`src/design/wufu_pkg.sv`:
```
// ----------------------------------------------------------------------------
// wufu_pkg
// shared widths and types of the weighted union-find unit
// ----------------------------------------------------------------------------
package wufu_pkg;

    // width of a node number on the item channels
    localparam int unsigned NODE_W = 10;

    // one result item
    typedef struct packed {
        logic              conn;
        logic [NODE_W-1:0] root;
    } t_result;

    // per-cycle memory strobes
    typedef struct packed {
        logic rd_en;
        logic wr_en;
    } t_ram_ctl;

endpackage

```
`src/design/wufu_ctrl.sv`:
```
// ----------------------------------------------------------------------------
// wufu_ctrl
// sequencer: clearing pass, two root walks, weighted link and size update
// ----------------------------------------------------------------------------
module wufu_ctrl #(
    parameter int unsigned NODES = 1024
) (
    input  logic                                 i_clk,
    input  logic                                 i_rst_n,
    // item start
    input  logic                                 i_start,
    input  logic [$clog2(NODES)-1:0]             i_first,
    input  logic [$clog2(NODES)-1:0]             i_second,
    output logic                                 o_idle,
    // result hand-off
    input  logic                                 i_emit_ok,
    output logic                                 o_res_valid,
    output wufu_pkg::t_result                    o_res,
    // parent link memory
    output wufu_pkg::t_ram_ctl                   o_par_ctl,
    output logic [$clog2(NODES)-1:0]             o_par_raddr,
    output logic [$clog2(NODES)-1:0]             o_par_waddr,
    output logic [$clog2(NODES)-1:0]             o_par_wdata,
    input  logic [$clog2(NODES)-1:0]             i_par_rdata,
    // tree size memory
    output wufu_pkg::t_ram_ctl                   o_sz_ctl,
    output logic [$clog2(NODES)-1:0]             o_sz_raddr,
    output logic [$clog2(NODES)-1:0]             o_sz_waddr,
    output logic [$clog2(NODES+1)-1:0]           o_sz_wdata,
    input  logic [$clog2(NODES+1)-1:0]           i_sz_rdata
);
    import wufu_pkg::*;

    localparam int unsigned IDX_W  = $clog2(NODES);
    localparam int unsigned SIZE_W = $clog2(NODES + 1);
    localparam logic [IDX_W-1:0] LAST_IDX = IDX_W'(NODES - 1);

    typedef enum logic [5:0] {
        ST_CLEAR  = 6'b000001,
        ST_IDLE   = 6'b000010,
        ST_WALK_A = 6'b000100,
        ST_WALK_B = 6'b001000,
        ST_UNION  = 6'b010000,
        ST_EMIT   = 6'b100000
    } t_state;

    t_state             r_state, n_state;
    logic [IDX_W-1:0]   r_cnt, n_cnt;
    logic [IDX_W-1:0]   r_cur, n_cur;
    logic [IDX_W-1:0]   r_second, n_second;
    logic [IDX_W-1:0]   r_root_a, n_root_a;
    logic [SIZE_W-1:0]  r_size_a, n_size_a;
    t_result            r_res, n_res;
    logic [SIZE_W-1:0]  size_sum;

    // merged tree size, never above the node count
    assign size_sum = r_size_a + i_sz_rdata;

    // next state and memory access
    always_comb begin
        n_state     = r_state;
        n_cnt       = r_cnt;
        n_cur       = r_cur;
        n_second    = r_second;
        n_root_a    = r_root_a;
        n_size_a    = r_size_a;
        n_res       = r_res;
        o_res_valid = 1'b0;
        o_par_ctl   = '0;
        o_par_raddr = r_cur;
        o_par_waddr = r_cnt;
        o_par_wdata = r_cnt;
        o_sz_ctl    = '0;
        o_sz_raddr  = r_cur;
        o_sz_waddr  = r_cnt;
        o_sz_wdata  = SIZE_W'(1);
        unique case (r_state)
            ST_CLEAR: begin
                // every node its own root with size one
                o_par_ctl.wr_en = 1'b1;
                o_sz_ctl.wr_en  = 1'b1;
                if (r_cnt == LAST_IDX) begin
                    n_state = ST_IDLE;
                end else begin
                    n_cnt = r_cnt + 1'b1;
                end
            end
            ST_IDLE: begin
                if (i_start) begin
                    o_par_ctl.rd_en = 1'b1;
                    o_par_raddr     = i_first;
                    n_cur           = i_first;
                    n_second        = i_second;
                    n_state         = ST_WALK_A;
                end
            end
            ST_WALK_A: begin
                o_par_ctl.rd_en = 1'b1;
                if (i_par_rdata == r_cur) begin
                    // first root found, fetch its size and start the second walk
                    n_root_a       = r_cur;
                    o_sz_ctl.rd_en = 1'b1;
                    o_sz_raddr     = r_cur;
                    o_par_raddr    = r_second;
                    n_cur          = r_second;
                    n_state        = ST_WALK_B;
                end else begin
                    o_par_raddr = i_par_rdata;
                    n_cur       = i_par_rdata;
                end
            end
            ST_WALK_B: begin
                if (i_par_rdata == r_cur) begin
                    if (r_cur == r_root_a) begin
                        n_res.conn = 1'b1;
                        n_res.root = NODE_W'(r_cur);
                        n_state    = ST_EMIT;
                    end else begin
                        // size of the first root is still on the read port
                        n_size_a       = i_sz_rdata;
                        o_sz_ctl.rd_en = 1'b1;
                        o_sz_raddr     = r_cur;
                        n_state        = ST_UNION;
                    end
                end else begin
                    o_par_ctl.rd_en = 1'b1;
                    o_par_raddr     = i_par_rdata;
                    n_cur           = i_par_rdata;
                end
            end
            ST_UNION: begin
                // smaller tree goes under the larger, ties under the first root
                o_par_ctl.wr_en = 1'b1;
                o_sz_ctl.wr_en  = 1'b1;
                o_sz_wdata      = size_sum;
                n_res.conn      = 1'b0;
                if (r_size_a < i_sz_rdata) begin
                    o_par_waddr = r_root_a;
                    o_par_wdata = r_cur;
                    o_sz_waddr  = r_cur;
                    n_res.root  = NODE_W'(r_cur);
                end else begin
                    o_par_waddr = r_cur;
                    o_par_wdata = r_root_a;
                    o_sz_waddr  = r_root_a;
                    n_res.root  = NODE_W'(r_root_a);
                end
                n_state = ST_EMIT;
            end
            ST_EMIT: begin
                if (i_emit_ok) begin
                    o_res_valid = 1'b1;
                    n_state     = ST_IDLE;
                end
            end
            default: begin
                n_state = ST_CLEAR;
            end
        endcase
    end

    // control registers
    always_ff @(posedge i_clk) begin
        if (!i_rst_n) begin
            r_state <= ST_CLEAR;
            r_cnt   <= '0;
        end else begin
            r_state <= n_state;
            r_cnt   <= n_cnt;
        end
    end

    // walk and result registers
    always_ff @(posedge i_clk) begin
        r_cur    <= n_cur;
        r_second <= n_second;
        r_root_a <= n_root_a;
        r_size_a <= n_size_a;
        r_res    <= n_res;
    end

    assign o_idle = (r_state == ST_IDLE);
    assign o_res  = r_res;

endmodule

```
`config.mk`:
```
export PLATFORM = sky130hd
export DESIGN_NAME = wufu_ctrl
export DESIGN_NICKNAME = d
export VERILOG_FILES = /design/src/design/wufu_pkg.sv /design/src/design/wufu_ctrl.sv
export SDC_FILE = /design/constraint.sdc
export NUM_CORES = 1
export LEC_CHECK = 0
export BUFFER_PORTS_ARGS = -buffer_cell sky130_fd_sc_hd__buf_2
export CAP_MARGIN = 20
export CORE_ASPECT_RATIO = 2
export CORE_MARGIN = 2
export CORE_UTILIZATION = 53
export CTS_CLUSTER_SIZE = 25
export DETAILED_ROUTE_END_ITERATION = 10
export GPL_TIMING_DRIVEN = 0
export PLACE_DENSITY = 0.82
export SLEW_MARGIN = 5
export SYNTH_ARGS = -nofsm -noshare
export SYNTH_HDL_FRONTEND = slang
export SYNTH_SLANG_ARGS = --single-unit
```
`constraint.sdc`:
```
create_clock -name i_clk -period 2.95 [get_ports i_clk]
set_input_delay 0.295 -clock i_clk [delete_from_list [all_inputs] [get_ports i_clk]]
set_output_delay 0.295 -clock i_clk [all_outputs]
set_load 0.1 [all_outputs]
```
==> run metrics, run 1 <==
status finished with violations; violated checks negative setup slack; CP arrival 2.69 ns; PwrDens 562 nW/um2; Met3 Routed Length 543 um; largest net degree at the start of global routing 20; TritonCTS clock tree built; fin nets 621; Max Root-Sink Buffers 2; I/O Buffers 122; Worst-Margin Slew 0.840 ns; DRC Markers 0; syn_nets 475; CTS sink cnt 68; worst-skew pair later-pin latency 0.34 ns; final wirelength 11500 um; top-area cell type share of the netlist area 29.9%; Post-synth EDFFs 42; CP max FO 10; vias 3712; Place WS -0.0352 ns; Post-CTS Hold Fix Bufs 0; IO Pins 123; Static Leak 2.57 nW; sequential area share after synthesis 42.3%; most frequent cell after synthesis edfxtp_1; most instantiated cells after synthesis edfxtp_1 (42), a21oi_1 (32), nor2_1 (30), dfxtp_1 (26), inv_1 (23); max_slew headroom 44.0%; fmax 335 MHz; post-synthesis area per instance 10.4 um2; Crit Path Category reg2out; Final Cycle Share 101%; fraction of registers with async set/reset 0%; TritonCTS Buffers 9; Reg area 1790 um2; fraction of layout instances using a drive strength above 1 46.8%; RSZ-0062 raised after global routing true; met2 wire length 6010 um; Worst setup SP type register; Ys Warns 0; Overflow after GRT 0; DRT iter0 DRCs 283; Slew Limit Fails 0; Initial Util 53.9%; # setup viols final 2; Overall Global Routing Usage 24.4%; Ant. Diodes 0; Avg WL per Cell 17.6 um; die width 67.1 um; number of global-route vias before repair 3269; Crit. End Element output port; largest area contributor in the netlist edfxtp_1; DR vias/cell 5.68; count of final hold-check violations 0; WL met1 4650 um; Core ar. 7830 um2; clock root buffer clkbuf_16; drt pass-1 iters 5; post-synth cell types 60; Die ar. 8730 um2; area added between synthesis and finish 47.1%; Final Skew 0.00831 ns; antenna violations before repair 0; Hold/Removal Path Class in2reg; max layer used met4; Syn Inst Count 407; # H-tree levels 3; Site Rows 46; mapped cell area 4220 um2; area of the multi-input gates 2580 um2; antenna-violating nets left 0; HPWL after detailed placement 7630 um; Top FF cell, synth edfxtp_1; setup tns final -0.0616 ns; total power 3.49 mW; Peak VDD IR 0.550 mV; placer congestion estimate 0.906; Clock Pin Slew Worst Setup and Hold Paths 0.05 ns; Synth area leaders edfxtp_1 (30%), dfxtp_1 (12%), ha_1 (6.5%); #FFs+latches synth 68; Fill cells 437; CP Data Required Time 2.65 ns; Die H 130 um; max cap viols 0; final worst setup slack -0.0320 ns; Tmin final 2.98 ns; global-route wire length before repair 16000 um
cell families after synthesis:
kind of cell	share of synthesized area, %
AO/OA/AOI/OAI	13.6
XOR/XNOR	7.48
adder cells (fa/ha/maj)	7.00
buffers and inverters	6.08
flip-flops	42.3
multiplexers	7.66
AND/OR/NAND/NOR	15.9
timing repair:
action / CTS / global route
cloned: 0 / 1
gates resized for setup: 71 / 77
setup endpoints to repair: 44 / 47
pin swaps: 0 / 5
buffers inserted: 0 / 10
path summary, 6_finish.rpt:
check,slack (ns),end,depth (start not counted),from
max,-0.03,o_sz_waddr[8],11,r_size_a[1]
min,0.13,r_second[9],1,i_second[9]
max reg2reg,0.39,o_res[10],5,r_root_a[3]
min reg2reg,0.48,r_cur[9],2,r_second[9]
placed cells by master, fill, tap and decap left out, drive strengths merged, types with 4 or more instances in the layout:
| master | instances |
|---|---|
| buf | 152 |
| edfxtp | 42 |
| a21oi | 32 |
| nor2 | 31 |
| dfxtp | 26 |
| inv | 25 |
| xnor2 | 22 |
| ha | 22 |
| mux2i | 21 |
| clkbuf | 21 |
| xor2 | 14 |
| nand2 | 14 |
| and2 | 11 |
| nor3 | 11 |
| nand4 | 10 |
| mux2 | 10 |
| a22o | 8 |
| a221o | 8 |
| o21ai | 7 |
| nor2b | 6 |
| nand3 | 6 |
| nand2b | 5 |
| o21a | 4 |
| nor4 | 4 |
stage by stage:
stage	area, um2	std cells	hold slack, ns	util, %
CTS	5750	643	0.129	73.4
global placement	5190	625	0.444	66.4
finish	6200	654	0.132	79.2
global route	6200	654	0.123	79.2
detailed placement	5220	627	0.453	66.7
floorplan	4460	407	0.394	-
routing by layer:
layer	track usage [%]	vias up
met4	9.36	0
met5	0	-
li1	-	1766
met1	32.3	1777
met3	5.26	19
met2	38.8	150
power by group:
group	total, mW	switching, mW	internal, mW
Combinational	1.21	0.856	0.358
Clock	1.13	0.393	0.736
Sequential	1.14	0.0858	1.06
Total	3.49	1.34	2.15
cell type report:
class                           count  share of cell area [%]
Timing Repair Buffer              135                    17.2
Buffer                             27                    3.71
Inverter                           25                    1.55
Clock buffer                       11                    3.75
Sequential cell                    68                    28.9
Tap cell                           96                    1.94
Multi-Input combinational cell    287                    41.6
Clock inverter                      5                    1.23
critical path, stage by stage (launching register included):
cell and delay, ns:
edfxtp_1 0.47, ha_4 0.25, nand2b_1 0.06, a21oi_1 0.06, nor4_1 0.25, o21a_2 0.27
buf_4 0.14, buf_8 0.16, mux2i_4 0.29, a21oi_4 0.10, buf_6 0.13, buf_12 0.15
registers in the layout (all words and copies together), names as in the netlist:
register and flops:
r_root_a 10, r_cur 10, r_cnt 10, r_size_a 11, r_state 6, o_res 11
r_second 10
Power figures use the tool's default switching activity.
==> run 2, diff against run 1 <==
Clock period 2.95 ns to 3.33 ns, I/O delays scaled along.
==> run 2 against run 1 <==
The run now ends clean. Register-to-register slack better by 0.42 ns. Total power fell by 17%. Clock skew fell by 0.0045 ns. First-iteration DRC count is 8.8% lower. Combinational power down 22%. Sequential power shrank 12%. Non-clock buffer count is 11 lower. Cell area shrank 12%. Sequential share of layout area grew 3.7 points.
==> run metrics, run 2 (synthesized netlist as in run 1, its figures left out) <==
status complete, no violations; placer congestion estimate 0.942; final wirelength 10200 um; DRT iter0 DRCs 258; Post-CTS Hold Fix Bufs 0; Final Skew 0.00383 ns; Tmin final 3.22 ns; CP max stage cell edfxtp_1; commonest cells after routing, fill and taps aside buf_2 (108), edfxtp_1 (42), nor2_1 (29), inv_1 (23); Ant. Diodes 0; Final Cycle Share 96.6%; Avg WL per Cell 15.9 um; fmax 311 MHz; CP Data Required Time 3.00 ns; Place WS 0.286 ns; CTS sink cnt 68; PwrDens 527 nW/um2; CP top delay family buffers and inverters; number of global-route vias before repair 3259; CP arrival 2.88 ns; CP max FO 10; Max Root-Sink Buffers 2; Hold/Removal Path Class in2reg; Peak VDD IR 0.427 mV; Initial Util 53.9%; antenna violations before repair 0; area added between synthesis and finish 30.0%; TritonCTS clock tree built; Worst setup SP type register; Die H 130 um; Worst-Margin Slew 0.859 ns; fin nets 610; CP max stage delay 0.41 ns; fraction of layout instances using a drive strength above 1 37.7%; final worst setup slack 0.114 ns; count of final hold-check violations 0; TritonCTS Buffers 9; IO Pins 123; RSZ-0062 raised after global routing true; HPWL after detailed placement 7560 um; DR vias/cell 5.55; max_slew headroom 42.7%; Clock Pin Slew Worst Setup and Hold Paths 0.06 ns; Site Rows 46; die width 67.1 um; worst-skew pair later-pin latency 0.33 ns; global-route wire length before repair 15700 um; drt pass-1 iters 4; Core ar. 7830 um2; # setup viols final 0; Slew Limit Fails 0; largest net degree at the start of global routing 20; Overall Global Routing Usage 23.7%; Die ar. 8730 um2; CP bufs+invs 3; I/O Buffers 122; vias 3569; commonest non-fill, non-tap cell in the layout buf_2; Post-DP Area 5120 um2; Static Leak 2.41 nW; Crit Path Category reg2out; cell area after layout 5480 um2; Overflow after GRT 0; DRC Markers 0; max cap viols 0; clock root buffer clkbuf_16; critical path cell sequence ha_1, nand2_1, nor3_1, o211ai_1, o21a_1, buf_2, mux2i_1, a21oi_4, buf_4, clkbuf_4; Crit. End Element output port; # H-tree levels 3; antenna-violating nets left 0
run 2: changes by cell type in the layout (fill, tap and decap cells not counted), sizes merged:
cell      change
buf          -25
bufinv        -1
clkbuf       +15
clkinv        -1
clkinvlp      +1
run 2: worst register-to-register path: stages, from the launching register on:
cell and delay, ns:
edfxtp_1 0.44, xnor2_1 0.24, nand4_1 0.17, nor4_1 0.67
nand3b_1 0.16, nand2_1 0.47
run 2: metrics by stage:
step | power, mW | cells | setup TNS [ns] | utilization, % | hold WS, ns
2_1_floorplan | 1.78 | 407 | -0.0265 | - | 0.432
3_3_place_gp | 1.94 | 625 | 0 | 65.3 | 0.468
3_5_place_dp | 1.95 | 626 | 0 | 65.4 | 0.465
4_1_cts | 2.89 | 642 | 0 | 69.3 | 0.166
5_1_grt | 2.98 | 643 | -0.0590 | 70.0 | 0.163
6_report | 2.89 | 643 | 0 | 70.0 | 0.176
run 2: worst paths after layout:
| kind | depth (start not counted) | to | slack [ns] | from |
|---|---|---|---|---|
| worst max-delay path | 10 | o_sz_waddr[7] | 0.11 | r_size_a[9] |
| worst min-delay path | 1 | r_second[9] | 0.18 | i_second[9] |
| worst max register to register | 5 | o_res[7] | 0.81 | r_root_a[3] |
| worst min register to register | 2 | r_cur[8] | 0.49 | r_second[8] |
run 2: power by group:
group	leakage (nW)	switching [mW]	internal [mW]	total [mW]
logic	1.67	0.721	0.221	0.942
clock network	0.136	0.343	0.598	0.940
registers	0.598	0.0695	0.934	1.00
total	2.41	1.13	1.75	2.89
run 2: what timing repair did:
| item | CTS | global route |
|---|---|---|
| pin swaps | 0 | 0 |
| buffers inserted | 0 | 0 |
| endpoints found under the setup margin | 2 | 20 |
| resized for setup | 2 | 21 |
run 2: routing by layer:
layer / wire [um] / vias up / track usage [%]
li1: - / 1741 / -
met1: 4390 / 1699 / 30.6
met2: 5130 / 112 / 38.8
met3: 461 / 17 / 4.48
met4: 216 / 0 / 9.00
met5: 0 / - / 0
run 2: layout make-up:
class | instances | area (um2)
clock buffers | 12 | 246
well taps | 96 | 120
inverters | 25 | 93.8
repair buffers | 124 | 679
flip-flops and latches | 68 | 1790
plain buffers | 27 | 165
clock inverters | 4 | 48.8
fillers | 624 | 2350
multi-input cells | 287 | 2340
